## config.mk

```make
export PLATFORM = sky130hd
export DESIGN_NAME = crc32_escaped_chunk_framer
export DESIGN_NICKNAME = d
export VERILOG_FILES = /design/src/rtl/cecf_pkg.sv /design/src/rtl/cecf_front.sv /design/src/rtl/cecf_queue.sv /design/src/rtl/cecf_back.sv /design/src/rtl/crc32_escaped_chunk_framer.sv
export SDC_FILE = /design/constraint.sdc
export NUM_CORES = 1
export LEC_CHECK = 0
export ABC_AREA = 1
export BUFFER_PORTS_ARGS = -buffer_cell sky130_fd_sc_hd__buf_4
export CORE_MARGIN = 1.5
export CORE_UTILIZATION = 45
export DETAILED_ROUTE_END_ITERATION = 8
export SLEW_MARGIN = 25
export SYNTH_ARGS = -nofsm -noshare
export SYNTH_HDL_FRONTEND = slang
export SYNTH_SLANG_ARGS = --single-unit
```

## constraint.sdc

```tcl
create_clock -name clock -period 3.3 [get_ports clock]
set_clock_uncertainty 0.15 [all_clocks]
set_input_delay 0.33 -clock clock [delete_from_list [all_inputs] [get_ports clock]]
set_output_delay 0.33 -clock clock [all_outputs]
set_load 0.02 [all_outputs]
```

## src/rtl/cecf_pkg.sv

```systemverilog
// Shared types, byte codes and the CRC byte step for the escaped chunk framer.
// No dependencies; imported by every module of the block.
`default_nettype none

package cecf_pkg;

   localparam int FRAME_BYTES_DEF = 16;
   localparam int QUEUE_DEPTH_DEF = 4;

   localparam logic [31:0] CRC_POLY   = 32'hEDB88320;
   localparam logic [31:0] CRC_PRESET = 32'hFFFFFFFF;

   localparam logic [7:0] BYTE_ESC    = 8'h99;
   localparam logic [7:0] BYTE_PAD    = 8'h9A;
   localparam logic [7:0] BYTE_HDR    = 8'h9B;
   localparam logic [7:0] BYTE_FINAL  = 8'h9C;
   localparam logic [7:0] BYTE_TRAIL  = 8'h9D;
   localparam logic [7:0] ESC_FLIP    = 8'h10;

   // One byte handed from front to back.
   typedef struct packed {
      logic [7:0] data;     // raw byte, escaped by the back end
      logic       closing;  // last CRC byte: closes the message
      logic       eor;      // last entry of its input item
   } q_entry_type;

   function automatic logic needs_escape(input logic [7:0] b);
      return (b >= BYTE_ESC) && (b <= BYTE_TRAIL);
   endfunction

   // Reflected CRC-32, one byte, bitwise.
   function automatic logic [31:0] crc_byte(input logic [31:0] crc, input logic [7:0] b);
      logic [31:0] c;
      c = crc ^ {24'd0, b};
      for (int k = 0; k < 8; k++) begin
         c = c[0] ? ((c >> 1) ^ CRC_POLY) : (c >> 1);
      end
      return c;
   endfunction

endpackage

`default_nettype wire

```

## src/rtl/cecf_front.sv

```systemverilog
// Front end: accepts message bytes, runs the CRC and queues the bytes to send,
// followed by the four CRC bytes after a message's last byte. Uses cecf_pkg.
`default_nettype none

module cecf_front
   import cecf_pkg::*;
(
   input  wire logic        clock,
   input  wire logic        reset,
   input  wire logic        req_push,
   output logic             req_full,
   input  wire logic [7:0]  req_data_byte,
   input  wire logic        req_last_byte,
   input  wire logic        q_full,
   output logic             q_push,
   output q_entry_type      q_entry
);

   logic [31:0] crc_ff, crc_in;
   logic [31:0] crc_out_ff, crc_out_in;
   logic [1:0]  idx_ff, idx_in;
   logic        busy_ff, busy_in;
   logic        accept;
   logic [31:0] crc_next;

   assign req_full = busy_ff | q_full;
   assign accept   = req_push & ~req_full;
   assign crc_next = crc_byte(crc_ff, req_data_byte);

   always_comb begin
      crc_in     = crc_ff;
      crc_out_in = crc_out_ff;
      idx_in     = idx_ff;
      busy_in    = busy_ff;
      q_push     = 1'b0;
      q_entry    = '{data: req_data_byte, closing: 1'b0, eor: ~req_last_byte};
      if (busy_ff) begin
         // trailing CRC bytes, least significant first
         q_entry = '{data: crc_out_ff[7:0], closing: (idx_ff == 2'd3),
                     eor: (idx_ff == 2'd3)};
         if (!q_full) begin
            q_push     = 1'b1;
            crc_out_in = crc_out_ff >> 8;
            idx_in     = idx_ff + 2'd1;
            busy_in    = (idx_ff != 2'd3);
         end
      end else if (accept) begin
         q_push = 1'b1;
         if (req_last_byte) begin
            crc_in     = CRC_PRESET;
            crc_out_in = ~crc_next;
            idx_in     = 2'd0;
            busy_in    = 1'b1;
         end else begin
            crc_in = crc_next;
         end
      end
   end

   always_ff @(posedge clock) begin
      if (reset) begin
         crc_ff  <= CRC_PRESET;
         idx_ff  <= 2'd0;
         busy_ff <= 1'b0;
      end else begin
         crc_ff  <= crc_in;
         idx_ff  <= idx_in;
         busy_ff <= busy_in;
      end
      crc_out_ff <= crc_out_in;
   end

   a_busy_blocks: assert property (@(posedge clock) disable iff (reset)
      busy_ff |-> req_full)
      else $error("front accepts while CRC bytes pending");

   a_crc_preset: assert property (@(posedge clock) disable iff (reset)
      (accept && req_last_byte) |=> (crc_ff == CRC_PRESET) && busy_ff)
      else $error("CRC not preset after last byte");

   a_busy_len: assert property (@(posedge clock) disable iff (reset)
      (busy_ff && q_push && idx_ff == 2'd3) |=> !busy_ff)
      else $error("CRC tail too long");

endmodule

`default_nettype wire

```

## src/rtl/cecf_queue.sv

```systemverilog
// Short first-in first-out queue of byte entries between front and back end.
// Uses cecf_pkg for the entry type.
`default_nettype none

module cecf_queue
   import cecf_pkg::*;
#(
   parameter int DEPTH = QUEUE_DEPTH_DEF
)(
   input  wire logic        clock,
   input  wire logic        reset,
   input  wire logic        push,
   input  wire q_entry_type push_entry,
   output logic             full,
   input  wire logic        pop,
   output q_entry_type      pop_entry,
   output logic             empty
);

   localparam int PTR_W = (DEPTH > 1) ? $clog2(DEPTH) : 1;
   localparam int CNT_W = $clog2(DEPTH + 1);
   localparam logic [PTR_W-1:0] LAST_PTR = PTR_W'(DEPTH - 1);
   localparam logic [CNT_W-1:0] DEPTH_CNT = CNT_W'(DEPTH);

   q_entry_type     mem_ff [DEPTH];
   logic [PTR_W-1:0] wr_ff, wr_in, rd_ff, rd_in;
   logic [CNT_W-1:0] count_ff, count_in;
   logic             do_push, do_pop;

   assign full      = (count_ff == DEPTH_CNT);
   assign empty     = (count_ff == '0);
   assign do_push   = push & ~full;
   assign do_pop    = pop & ~empty;
   assign pop_entry = mem_ff[rd_ff];

   always_comb begin
      wr_in    = do_push ? ((wr_ff == LAST_PTR) ? '0 : wr_ff + 1'b1) : wr_ff;
      rd_in    = do_pop  ? ((rd_ff == LAST_PTR) ? '0 : rd_ff + 1'b1) : rd_ff;
      count_in = count_ff;
      if (do_push && !do_pop) count_in = count_ff + 1'b1;
      else if (do_pop && !do_push) count_in = count_ff - 1'b1;
   end

   always_ff @(posedge clock) begin
      if (reset) begin
         wr_ff    <= '0;
         rd_ff    <= '0;
         count_ff <= '0;
      end else begin
         wr_ff    <= wr_in;
         rd_ff    <= rd_in;
         count_ff <= count_in;
      end
      if (do_push) mem_ff[wr_ff] <= push_entry;
   end

   a_count_bound: assert property (@(posedge clock) disable iff (reset)
      count_ff <= DEPTH_CNT)
      else $error("queue over-filled");

   a_no_drop: assert property (@(posedge clock) disable iff (reset)
      !(push && full))
      else $error("push into full queue");

   a_ptr_agree: assert property (@(posedge clock) disable iff (reset)
      empty |-> (wr_ff == rd_ff))
      else $error("queue pointers disagree with count");

endmodule

`default_nettype wire

```

## src/rtl/cecf_back.sv

```systemverilog
// Back end: escapes queued bytes, frames them with header, trailer and padding,
// and drives the result output register. Uses cecf_pkg.
`default_nettype none

module cecf_back
   import cecf_pkg::*;
#(
   parameter int FRAME_BYTES = FRAME_BYTES_DEF
)(
   input  wire logic        clock,
   input  wire logic        reset,
   input  wire q_entry_type q_entry,
   input  wire logic        q_empty,
   output logic             q_pop,
   output logic             rsp_empty,
   input  wire logic        rsp_pop,
   output logic [7:0]       rsp_tx_byte,
   output logic             rsp_frame_end,
   output logic             rsp_end_of_run
);

   localparam int SLOTS  = FRAME_BYTES - 2;
   localparam int FILL_W = $clog2(SLOTS + 1);
   localparam logic [FILL_W-1:0] SLOTS_F = FILL_W'(SLOTS);

   localparam logic [2:0] ST_LOAD  = 3'd0;
   localparam logic [2:0] ST_HDR   = 3'd1;
   localparam logic [2:0] ST_BYTE  = 3'd2;
   localparam logic [2:0] ST_TRAIL = 3'd3;
   localparam logic [2:0] ST_PAD   = 3'd4;
   localparam logic [2:0] ST_FINAL = 3'd5;

   logic [2:0]        state_ff, state_in;
   logic [FILL_W-1:0] fill_ff, fill_in;
   logic [7:0]        data_ff, data_in;
   logic [7:0]        slot_ff, slot_in;
   logic              second_ff, second_in;
   logic              closing_ff, closing_in;
   logic              eor_ff, eor_in;
   logic              out_valid_ff, out_valid_in;
   logic [7:0]        out_byte_ff, out_byte_in;
   logic              out_fe_ff, out_fe_in;
   logic              out_eor_ff, out_eor_in;

   logic              emit_ok, emit, e_fe, e_done, slot_done, esc;
   logic [7:0]        e_byte;
   logic [FILL_W-1:0] fill_inc, fill_after;

   assign emit_ok  = ~out_valid_ff | rsp_pop;
   assign fill_inc = fill_ff + 1'b1;
   assign esc      = needs_escape(q_entry.data);

   always_comb begin
      state_in   = state_ff;
      fill_in    = fill_ff;
      data_in    = data_ff;
      slot_in    = slot_ff;
      second_in  = second_ff;
      closing_in = closing_ff;
      eor_in     = eor_ff;
      q_pop      = 1'b0;
      emit       = 1'b0;
      e_byte     = BYTE_PAD;
      e_fe       = 1'b0;
      e_done     = 1'b0;
      slot_done  = 1'b0;
      fill_after = fill_ff;

      unique case (state_ff)
         ST_LOAD: begin
            if (!q_empty) begin
               q_pop      = 1'b1;
               data_in    = q_entry.data;
               closing_in = q_entry.closing;
               eor_in     = q_entry.eor;
               second_in  = esc;
               slot_in    = esc ? BYTE_ESC : q_entry.data;
               state_in   = (fill_ff == '0) ? ST_HDR : ST_BYTE;
            end
         end
         ST_HDR: begin
            if (emit_ok) begin
               emit     = 1'b1;
               e_byte   = BYTE_HDR;
               state_in = ST_BYTE;
            end
         end
         ST_BYTE: begin
            if (emit_ok) begin
               emit   = 1'b1;
               e_byte = slot_ff;
               if (fill_inc == SLOTS_F) begin
                  fill_in  = '0;
                  state_in = ST_TRAIL;
               end else begin
                  fill_in    = fill_inc;
                  fill_after = fill_inc;
                  slot_done  = 1'b1;
               end
            end
         end
         ST_TRAIL: begin
            if (emit_ok) begin
               emit       = 1'b1;
               e_fe       = 1'b1;
               // only the message's very last slot closes with the final code
               e_byte     = (closing_ff && !second_ff) ? BYTE_FINAL : BYTE_TRAIL;
               fill_after = '0;
               slot_done  = 1'b1;
            end
         end
         ST_PAD: begin
            if (emit_ok) begin
               emit   = 1'b1;
               e_byte = BYTE_PAD;
               if (fill_inc == SLOTS_F) begin
                  fill_in  = '0;
                  state_in = ST_FINAL;
               end else begin
                  fill_in = fill_inc;
               end
            end
         end
         ST_FINAL: begin
            if (emit_ok) begin
               emit     = 1'b1;
               e_byte   = BYTE_FINAL;
               e_fe     = 1'b1;
               e_done   = 1'b1;
               state_in = ST_LOAD;
            end
         end
         default: state_in = ST_LOAD;
      endcase

      // what follows a finished slot
      if (slot_done) begin
         if (second_ff) begin
            second_in = 1'b0;
            slot_in   = data_ff ^ ESC_FLIP;
            state_in  = (fill_after == '0) ? ST_HDR : ST_BYTE;
         end else if (closing_ff && fill_after != '0) begin
            state_in = ST_PAD;
         end else begin
            e_done   = 1'b1;
            state_in = ST_LOAD;
         end
      end
   end

   always_comb begin
      out_valid_in = out_valid_ff & ~rsp_pop;
      out_byte_in  = out_byte_ff;
      out_fe_in    = out_fe_ff;
      out_eor_in   = out_eor_ff;
      if (emit) begin
         out_valid_in = 1'b1;
         out_byte_in  = e_byte;
         out_fe_in    = e_fe;
         out_eor_in   = eor_ff & e_done;
      end
   end

   always_ff @(posedge clock) begin
      if (reset) begin
         state_ff     <= ST_LOAD;
         fill_ff      <= '0;
         out_valid_ff <= 1'b0;
      end else begin
         state_ff     <= state_in;
         fill_ff      <= fill_in;
         out_valid_ff <= out_valid_in;
      end
      data_ff     <= data_in;
      slot_ff     <= slot_in;
      second_ff   <= second_in;
      closing_ff  <= closing_in;
      eor_ff      <= eor_in;
      out_byte_ff <= out_byte_in;
      out_fe_ff   <= out_fe_in;
      out_eor_ff  <= out_eor_in;
   end

   assign rsp_empty      = ~out_valid_ff;
   assign rsp_tx_byte    = out_byte_ff;
   assign rsp_frame_end  = out_fe_ff;
   assign rsp_end_of_run = out_eor_ff;

   a_trailer_code: assert property (@(posedge clock) disable iff (reset)
      (out_valid_ff && out_fe_ff) |-> (out_byte_ff == BYTE_FINAL || out_byte_ff == BYTE_TRAIL))
      else $error("frame end on a non-trailer byte");

   a_fill_bound: assert property (@(posedge clock) disable iff (reset)
      fill_ff < SLOTS_F)
      else $error("frame fill out of range");

   a_pad_open: assert property (@(posedge clock) disable iff (reset)
      (state_ff == ST_PAD) |-> (fill_ff != '0))
      else $error("padding a frame that is not open");

   a_eor_frame: assert property (@(posedge clock) disable iff (reset)
      (emit && e_done && closing_ff) |-> e_fe)
      else $error("message ends without closing its frame");

endmodule

`default_nettype wire

```

## src/rtl/crc32_escaped_chunk_framer.sv

```systemverilog
// Top level of the escaped, CRC-protected chunk framer: front end, entry
// queue and back end. Depends on cecf_pkg, cecf_front, cecf_queue, cecf_back.
//
//   channel   direction  handshake          payload
//   req_      in         req_push/req_full  req_data_byte[7:0], req_last_byte
//   rsp_      out        rsp_pop/rsp_empty  rsp_tx_byte[7:0], rsp_frame_end,
//                                           rsp_end_of_run
//
// Flow: the front takes a byte per cycle (CRC one byte a cycle) unless the
// queue is full; a last byte then holds the front while it queues the four
// CRC bytes. The back end loads an entry, then emits its output bytes (header,
// escaped pair, trailer, padding as needed) and loads no new entry until they
// are out; a held output register stalls it.
// Reset: synchronous, active high; CRC back to all ones, frame closed, queue
// and output register empty. Stalls: rsp_pop low holds the output register;
// the queue lets the front keep accepting meanwhile until it fills.
`default_nettype none

module crc32_escaped_chunk_framer
   import cecf_pkg::*;
#(
   parameter int FRAME_BYTES = FRAME_BYTES_DEF,  // 4 to 32
   parameter int QUEUE_DEPTH = QUEUE_DEPTH_DEF
)(
   input  wire logic       clock,
   input  wire logic       reset,
   input  wire logic       req_push,
   output logic            req_full,
   input  wire logic [7:0] req_data_byte,
   input  wire logic       req_last_byte,
   output logic            rsp_empty,
   input  wire logic       rsp_pop,
   output logic [7:0]      rsp_tx_byte,
   output logic            rsp_frame_end,
   output logic            rsp_end_of_run
);

   q_entry_type push_entry, pop_entry;
   logic        q_push, q_full, q_pop, q_empty;

   // front: CRC and queueing of message and CRC bytes
   cecf_front u_front (
      .clock         (clock),
      .reset         (reset),
      .req_push      (req_push),
      .req_full      (req_full),
      .req_data_byte (req_data_byte),
      .req_last_byte (req_last_byte),
      .q_full        (q_full),
      .q_push        (q_push),
      .q_entry       (push_entry)
   );

   // decouples the two sides
   cecf_queue #(
      .DEPTH (QUEUE_DEPTH)
   ) u_queue (
      .clock      (clock),
      .reset      (reset),
      .push       (q_push),
      .push_entry (push_entry),
      .full       (q_full),
      .pop        (q_pop),
      .pop_entry  (pop_entry),
      .empty      (q_empty)
   );

   // back: escaping, framing, padding, output register
   cecf_back #(
      .FRAME_BYTES (FRAME_BYTES)
   ) u_back (
      .clock          (clock),
      .reset          (reset),
      .q_entry        (pop_entry),
      .q_empty        (q_empty),
      .q_pop          (q_pop),
      .rsp_empty      (rsp_empty),
      .rsp_pop        (rsp_pop),
      .rsp_tx_byte    (rsp_tx_byte),
      .rsp_frame_end  (rsp_frame_end),
      .rsp_end_of_run (rsp_end_of_run)
   );

   a_hdr_no_flags: assert property (@(posedge clock) disable iff (reset)
      (!rsp_empty && rsp_tx_byte == BYTE_HDR) |-> !rsp_frame_end && !rsp_end_of_run)
      else $error("flags on a frame header");

   // a final trailer is always the last byte of the message's last item
   a_final_ends_run: assert property (@(posedge clock) disable iff (reset)
      (!rsp_empty && rsp_frame_end && rsp_tx_byte == BYTE_FINAL) |-> rsp_end_of_run)
      else $error("final trailer not at end of item");

   a_hold_stable: assert property (@(posedge clock) disable iff (reset)
      (!rsp_empty && !rsp_pop) |=> (!rsp_empty && $stable(rsp_tx_byte)
         && $stable(rsp_frame_end) && $stable(rsp_end_of_run)))
      else $error("waiting item changed");

endmodule

`default_nettype wire
```

== Word-level counts from Yosys, hierarchy flattened ==
Memory sizes are Yosys's and may differ from the RTL's. A register that Yosys moved wholly into a read port is not among the register bits.
Index checks and enable logic that the tools add are counted.
Word-level totals
  register bits after elaboration: 111
  memory bits (writable): 40
  output and inout port bits: 12
  word-level logic and storage cells: 174
  memories kept: 1
Memories
  u_queue.mem_ff: words 4, bits a word 10, rd ports 1, clocked after memory_dff 1, wr ports 1, line cecf_queue.sv:25  | q_entry_type mem_ff [DEPTH];
Cells by class
  add/subtract/negate cells: 6
  $lt $le $gt $ge: 2
  eq/ne operators: 20
  mux-type cells: 78
  bitwise operators: 25
  reduce and logical (&&, ||, !) cells: 24
Operator list (number)
  $mux 32: 13
  $not 13->14: 8
  $mux 8: 7
  $mux 3: 13
  $not 32->32: 1
  $pmux 8 s4: 1
  $xor 32x8->32: 1
  $mux 1: 26
  $mux 2: 10
  $ne 3x1->1 const B: 6
  $pmux 3 s6: 1
  $mux 4: 4
  $mux 10: 1
  $eq 3x3->1 const B: 3
  $ge 8x8->1 const B: 1
  $le 8x8->1 const B: 1
  $logic_not 4->1: 2
  $not 1->1: 8
  $pmux 4 s2: 1
  $reduce_and 8->1: 1
  $add 2x1->2 const B: 3
  $eq 2x2->1 const B: 3
  $eq 3x2->1 const B: 2
  $logic_not 3->1: 2
  other kinds (19): 36

== Longest topological paths before layout ==
Gate-level depths: netlist of the first run.
  depth after elaboration: 21
  mapped depth: 14
  depth with buffers taken out: 14

== Hierarchy ==
Synthesis of the first run repeated with hierarchy kept, for this count alone.
Unflattened totals
  cell total of the unflattened synthesis: 901
  area, all modules: 7766.2 um2
By module, submodules not included
  cecf_front: times used 1, cells each 505, area an instance 3863.7 um2
  cecf_queue: times used 1, cells each 168, area an instance 1990.7 um2
  cecf_back: times used 1, cells each 228, area an instance 1911.8 um2

== Least setup slack after synthesis of the first run ==
No wires, ideal clock.
  kind: reg-to-reg
  start: register u_front.busy_ff
  end: register u_front.crc_out_ff[0] (enable)
  library setup time: 0.387 ns
  data arrival time: 1.449 ns
  data required time: 2.763 ns
  path slack: 1.313 ns
  stages on the path, launching flop included: 5
  path buffers: 1
  path through: dfxtp_1 -> clkbuf_1 -> or2_2 -> nand2_1 -> inv_1
Between the ends
  longest elaborated chain between the ends: 5
  elaborated cells between the ends (all ways): 7
  classes of those cells: eq/ne: 1; bitwise: 3; reduce/logical: 3
RTL lines
  start, declared: line cecf_front.sv:22  | logic busy_ff, busy_in;
  start signal, assigned: line cecf_front.sv:68  | busy_ff <= busy_in;
  $or 1x1->1: line cecf_front.sv:26  | assign req_full = busy_ff | q_full;
  $not 1->1: line cecf_front.sv:27  | assign accept = req_push & ~req_full;
  $and 1x1->1: line cecf_front.sv:27
  $reduce_bool 2->1 (no source line)
  $reduce_and 3->1 (no source line) *
  end signal, assigned: line cecf_front.sv:70  | crc_out_ff <= crc_out_in;
  end, declared: line cecf_front.sv:20  | logic [31:0] crc_out_ff, crc_out_in;
Every way passes the cells marked *; elsewhere a longest branch is shown, timed or not.
A chain may end at the register's enable or synchronous reset.

== Worst setup path after layout of the first run ==
  start: register u_queue.count_ff[0]
  end: register u_front.crc_ff[9]
Between the ends
  longest elaborated chain between the ends: 5
RTL lines
  start, declared: line cecf_queue.sv:27  | logic [CNT_W-1:0] count_ff, count_in;
  start signal, assigned: line cecf_queue.sv:52  | count_ff <= count_in;
  $eq 3x3->1: line cecf_queue.sv:30  | assign full = (count_ff == DEPTH_CNT);
  $or 1x1->1: line cecf_front.sv:26
  $not 1->1: line cecf_front.sv:27
  $and 1x1->1: line cecf_front.sv:27
  $reduce_and 2->1 (no source line)
  end signal, assigned: line cecf_front.sv:66  | crc_ff <= crc_in;
  end, declared: line cecf_front.sv:19  | logic [31:0] crc_ff, crc_in;
Every way passes these cells.

==> results of run 1 <==
-- layout by cell type, fill, tap and decap left out, drive strengths merged, types with 8 or more instances in the layout --
cell | Yosys | layout
nand2 | 269 | 269
inv | 93 | 98
edfxtp | 92 | 92
dfxtp | 61 | 61
o21ai | 58 | 58
a21oi | 51 | 51
nor2 | 49 | 49
nand3 | 45 | 45
xor2 | 41 | 41
buf | 17 | 30
clkbuf | 8 | 18
xnor2 | 17 | 17
ha | 11 | 11
o211ai | 9 | 9
clkinv | 2 | 8
-- where the power goes --
group / internal (mW) / switching (mW)
logic: 1.02 / 1.98
clock network: 1.10 / 0.834
registers: 2.77 / 0.273
-- cell families (layout without fill, tap and decap cells) --
family | after synthesis | after routing | synth area share [%]
compound gates | 130 | 130 | 9.27
fa+ha+maj | 12 | 12 | 2.07
simple gates | 375 | 375 | 22.3
flops | 153 | 153 | 52.4
buf+inv | 120 | 158 | 6.52
xor+xnor | 58 | 58 | 7.47
-- through the flow --
step / utilization, % / hold WS (ps) / total power, mW / std cells
2_1_floorplan: - / 269 / 5.33 / 848
3_3_place_gp: 48.2 / 282 / 6.04 / 1073
3_5_place_dp: 48.2 / 295 / 6.07 / 1073
4_1_cts: 51.9 / 70.2 / 8.04 / 1106
5_1_grt: 51.9 / 93.1 / 8.57 / 1106
6_report: 51.9 / 92.5 / 7.97 / 1106
-- registers in the layout (all words and copies together) (netlist names), 2 cells and up, named ones only --
name / count
u_back.data_ff: 8
u_back.fill_ff: 4
u_back.rsp_tx_byte: 8
u_back.slot_ff: 8
u_back.state_ff: 3
u_front.crc_ff: 32
u_front.crc_out_ff: 32
u_front.idx_ff: 2
u_queue.count_ff: 3
u_queue.mem_ff: 40
u_queue.rd_ff: 2
u_queue.wr_ff: 2
-- metal layers --
metal	wire length (µm)	GRT usage (%)
met5	0	0
met4	182	6.29
met3	438	4.25
met2	7750	31.8
met1	7640	25.5
-- layout make-up --
class	count	area share, %
flip-flops and latches	153	46.5
clock buffers	18	5.26
well taps	220	3.21
repair buffers	31	2.74
multi-input cells	575	36.4
inverters	95	4.23
clock inverters	14	1.61
-- critical path: stages, from the launching register on --
cell	delay [ps]
dfxtp_1	400
nor3_2	90
inv_2	70
nand2_1	80
nor2_2	510
nand2_1	190
nand2_2	490
inv_1	250
o211ai_1	150
-- final timing paths --
| kind | from | endpoint | slack, ps | cells past startpoint |
|---|---|---|---|---|
| worst max-delay path | u_queue.count_ff[0]$_SDFFE_PP0P_ | u_front.crc_ff[9]$_SDFFE_PP1P_ | 810 | 8 |
| worst min register to register | u_back.data_ff[0]$_DFFE_PP_ | u_back.slot_ff[0]$_DFF_P_ | 310 | 2 |
| worst max register to register | u_queue.count_ff[0]$_SDFFE_PP0P_ | u_front.crc_ff[9]$_SDFFE_PP1P_ | 810 | 8 |
| worst min-delay path | req_last_byte | u_front.busy_ff$_SDFF_PP0_ | 90 | 3 |
-- what timing repair did --
| item | in CTS | in global routing |
|---|---|---|
| endpoints found under the setup margin | 0 | 0 |
| endpoints found under the hold margin | 4 | 0 |
| hold buffers | 1 | 0 |
==> flow_metrics.py, run 1 <==
metrics = {
    "cts": {
        "clk_pin_slew_ps": 60,
        "cts_setup_buffers": 0,
        "postCtsResizedCells": 0,
        "clock_sinks": 153,
        "clkLatencyLatePin_ps": 430,
        "cts_made_buffers": 17,
        "cts_tree": "yes",
        "cts.htree.levels": 4,
        "clockBufferDepth": 2,
        "cts_root_buf": "clkbuf_16",
    },
    "cells_and_area": {
        "syn_to_final_growth_pct": 12.7,
        "drive_above_1_share_pct": 14.9,
        "antennaDiodeCount": 0,
        "stdcell_area_um2": 8570,
        "multiInputGateArea_um2": 3120,
        "num-fill-cells": 1565,
        "seq_area_um2": 3990,
        "nNetsFinal": 898,
    },
    "route": {
        "drtAntennaViolNets": 0,
        "drt-total-wl_mm": 16.0,
        "avgViaCountPerCell": 4.92,
        "dr_total_vias": 5438,
        "drc": 0,
        "wl_per_cell_um": 14.5,
        "first_pass_iters": 4,
        "drt-initial-drc-count": 356,
    },
    "synth": {
        "syn_inst": 848,
        "yosysTopAreaCell": "edfxtp_1",
        "syn_avg_cell_area_um2": 8.96,
        "synthTopCellsByCount": "nand2_1 (236), edfxtp_1 (92), inv_1 (78)",
        "synth_seq_area_share_pct": 52.4,
        "synth-edff-count": 92,
        "async_flop_share_pct": 0,
        "ys_types": 45,
        "synth_area_leaders": "edfxtp_1 (36%), dfxtp_1 (16%), nand2_1 (12%)",
        "syn_area_um2": 7600,
        "syn_nets": 873,
        "yosys_most_used_dff": "edfxtp_1",
        "synth.most_common_cell": "nand2_1",
        "yosysTopAreaCellShare_pct": 36.3,
        "ys_ff_latch": 153,
        "yosys_warnings": 0,
    },
    "floorplanning": {
        "fp.dieArea_um2": 17700,
        "start_util_pct": 46.0,
        "die_h_um": 133,
        "fp-row-count": 47,
        "fp.dieW_um": 133,
        "coreArea_um2": 16500,
        "boundaryPins": 25,
    },
    "sta": {
        "finalCritPeriodShare_pct": 75.4,
        "fin_setup_tns_ps": 0,
        "finalMaxSlewViolations": 0,
        "maxSlewHeadroom_pct": 36.6,
        "rsz0062_at_grt": "no",
        "fmax_ghz": 0.402,
        "min_period_ps": 2490,
        "setup_viol": 0,
        "hold_violations": 0,
        "fin_ws_ps": 812,
        "tightest_slew_ps": 948,
    },
    "grt": {
        "antenna_found_initial": 0,
        "grt_use_total_pct": 19.4,
        "grt_pass1_wl_mm": 26.2,
        "grt_pass1_vias": 5062,
        "grt.overflow.total": 0,
        "grt_max_degree": 56,
    },
    "worst_hold_path": {
        "hold_class": "input port to flip-flop",
    },
    "critical_path": {
        "cp-end-kind": "flip-flop",
        "critPathKind": "flip-flop to flip-flop",
        "path_max_fanout": 27,
        "worstPathArrival_ps": 2680,
        "crit_path_start_kind": "flip-flop",
        "required_ps": 3490,
    },
    "place": {
        "post-place-ws_ps": 873,
        "placedInstanceArea_um2": 7970,
        "dp_hpwl_mm": 10.9,
        "port_buffers": 24,
        "gp_congestion": 0.845,
    },
    "power_and_ir_drop": {
        "power_per_cell_area_nw_per_um2": 930,
        "vdd_drop_max_mv": 0.471,
        "leakagePower_nw": 3.71,
    },
    "run": {
        "cap_violations": 0,
    },
    "status": {
        "status": "finished clean",
    },
}
No activity file was read; power rests on OpenSTA's default activity.
==> run 2, diff against run 1 <==
==> constraint.sdc (replaced) <==
create_clock -name clock -period 2.5 [get_ports clock]
set_clock_uncertainty 0.15 [all_clocks]
set_input_delay 0.25 -clock clock [delete_from_list [all_inputs] [get_ports clock]]
set_output_delay 0.25 -clock clock [all_outputs]
set_load 0.02 [all_outputs]
==> flow_metrics.py, run 2 (same netlist as run 1, synthesis figures left out) <==
metrics = {
    "grt": {
        "antenna_found_initial": 0,
        "grt_max_degree": 56,
        "grt_pass1_wl_mm": 26.4,
        "grt_pass1_vias": 5122,
        "grt_use_total_pct": 19.3,
        "grt.overflow.total": 0,
    },
    "cells_and_area": {
        "drive_above_1_share_pct": 15.3,
        "fin_cells": 1111,
        "antennaDiodeCount": 0,
        "top_regs": "u_queue.mem_ff x40, u_front.crc_ff x32, u_front.crc_out_ff x32",
        "largest_register": "u_queue.mem_ff",
        "largest_reg_flops": 40,
        "syn_to_final_growth_pct": 13.7,
        "mostFrequentLayoutCells": "nand2_1 (236), edfxtp_1 (92), inv_1 (78)",
        "final_common_cell": "nand2_1",
        "nNetsFinal": 903,
    },
    "cts": {
        "cts_setup_buffers": 0,
        "clkLatencyLatePin_ps": 430,
        "cts_root_buf": "clkbuf_16",
        "clockBufferDepth": 2,
        "cts.htree.levels": 4,
        "clk_pin_slew_ps": 70,
        "clock_sinks": 153,
        "cts_made_buffers": 17,
        "cts_tree": "yes",
    },
    "floorplanning": {
        "fp.dieW_um": 133,
        "fp.dieArea_um2": 17700,
        "boundaryPins": 25,
        "start_util_pct": 46.0,
        "fp-row-count": 47,
        "coreArea_um2": 16500,
        "die_h_um": 133,
    },
    "route": {
        "first_pass_iters": 5,
        "wl_per_cell_um": 14.3,
        "drt-initial-drc-count": 264,
        "drt-total-wl_mm": 15.9,
        "dr_total_vias": 5418,
        "drc": 0,
        "drtAntennaViolNets": 0,
        "avgViaCountPerCell": 4.88,
    },
    "worst_hold_path": {
        "hold_class": "input port to flip-flop",
        "whs_path_depth": 3,
        "worstHoldStart": "req_push",
        "min_to": "u_queue.wr_ff[1]$_SDFFE_PP0P_",
    },
    "sta": {
        "fmax_ghz": 0.447,
        "fin_ws_ps": 262,
        "hold_violations": 0,
        "maxSlewHeadroom_pct": 31.7,
        "fin_setup_tns_ps": 0,
        "finalCritPeriodShare_pct": 89.5,
        "setup_viol": 0,
        "tightest_slew_ps": 1020,
        "finalMaxSlewViolations": 0,
        "holdWs_ps": 91.9,
        "rsz0062_at_grt": "no",
        "min_period_ps": 2240,
    },
    "critical_path": {
        "r2r_cells": 11,
        "r2r_end": "u_back.rsp_end_of_run$_DFFE_PP_",
        "worstPathArrival_ps": 2370,
        "required_ps": 2630,
        "critPathKind": "flip-flop to flip-flop",
        "path_max_fanout": 6,
        "cp-end-kind": "flip-flop",
        "crit_path_start_kind": "flip-flop",
        "r2r_start": "u_back.fill_ff[0]$_SDFFE_PP0P_",
        "rrSetupSlack_ps": 260,
    },
    "place": {
        "dp_hpwl_mm": 11.0,
        "post-place-ws_ps": 164,
        "port_buffers": 24,
        "gp_congestion": 0.826,
        "place_inst": 1077,
    },
    "status": {
        "status": "finished clean",
    },
    "run": {
        "cap_violations": 0,
    },
    "power_and_ir_drop": {
        "leakagePower_nw": 3.75,
        "finalPower_mw": 10.6,
        "power_per_cell_area_nw_per_um2": 1230,
        "vdd_drop_max_mv": 0.603,
    },
}
-- run 2: changes by cell type in the layout (fill, tap and decap cells not counted), sizes merged --
cell	previous run	this run
dlygate4sd3	1	2
inv	98	103
buf	30	34
bufinv	1	2
clkinv	8	3
clkbuf	18	17
-- run 2: worst max-delay path, stage by stage, from the launching register on --
cell and delay (ps):
dfxtp_1 420, ha_1 220, nand2_1 60, nand2_1 160, nand3_2 190, ha_1 340
nor2_1 40, nor2_1 130, nand3_2 130, nand2_1 90, nand2_1 50, a21boi_1 110
-- run 2: worst max path at each step --
stage | cells after the start | slack, ps | endpoint | start
detailed placement | 8 | 160 | u_front.crc_ff[11]$_SDFFE_PP1P_ | u_queue.count_ff[0]$_SDFFE_PP0P_
floorplan | 4 | 510 | u_front.crc_out_ff[0]$_DFFE_PP_ | u_front.busy_ff$_SDFF_PP0_
finish | 11 | 260 | u_back.rsp_end_of_run$_DFFE_PP_ | u_back.fill_ff[0]$_SDFFE_PP0P_
global route | 11 | 80 | u_queue.count_ff[2]$_SDFFE_PP0P_ | u_back.state_ff[2]$_SDFFE_PP0P_
global placement | 9 | 240 | u_front.crc_ff[17]$_SDFFE_PP1P_ | u_queue.count_ff[0]$_SDFFE_PP0P_
CTS | 8 | 140 | u_front.crc_ff[0]$_SDFFE_PP1P_ | u_queue.count_ff[0]$_SDFFE_PP0P_
-- run 2: layout make-up --
class                   count  area, µm²
fillers                  1593       7880
flip-flops and latches    153       3990
multi-input cells         575       3130
clock buffers              17        425
inverters                  95        363
repair buffers             36        288
well taps                 220        275
clock inverters            15        176
-- run 2: timing repair --
| action | in CTS | in global routing |
|---|---|---|
| endpoints found under the setup margin | 0 | 12 |
| endpoints found under the hold margin | 7 | 0 |
| resized for setup | 0 | 1 |
| hold buffers | 2 | 0 |
-- run 2: power breakdown --
group	switching, mW	internal (mW)
sequential	0.339	3.66
combinational	2.61	1.37
clock	1.12	1.51
total	4.07	6.54
-- run 2: layer usage --
metal  wire, µm  track usage (%)  vias up
li1           -                -     2833
met1       7720             25.7     2512
met2       7460             31.8       56
met3        465             3.79       17
met4        215             6.29        0
met5          0                0        -
-- run 2: metrics by stage --
stage / area [µm²] / utilization [%]
global route: 8640 / 52.3
CTS: 8640 / 52.3
global placement: 8010 / 48.5
floorplan: 7600 / -
finish: 8640 / 52.3
detailed placement: 8010 / 48.5
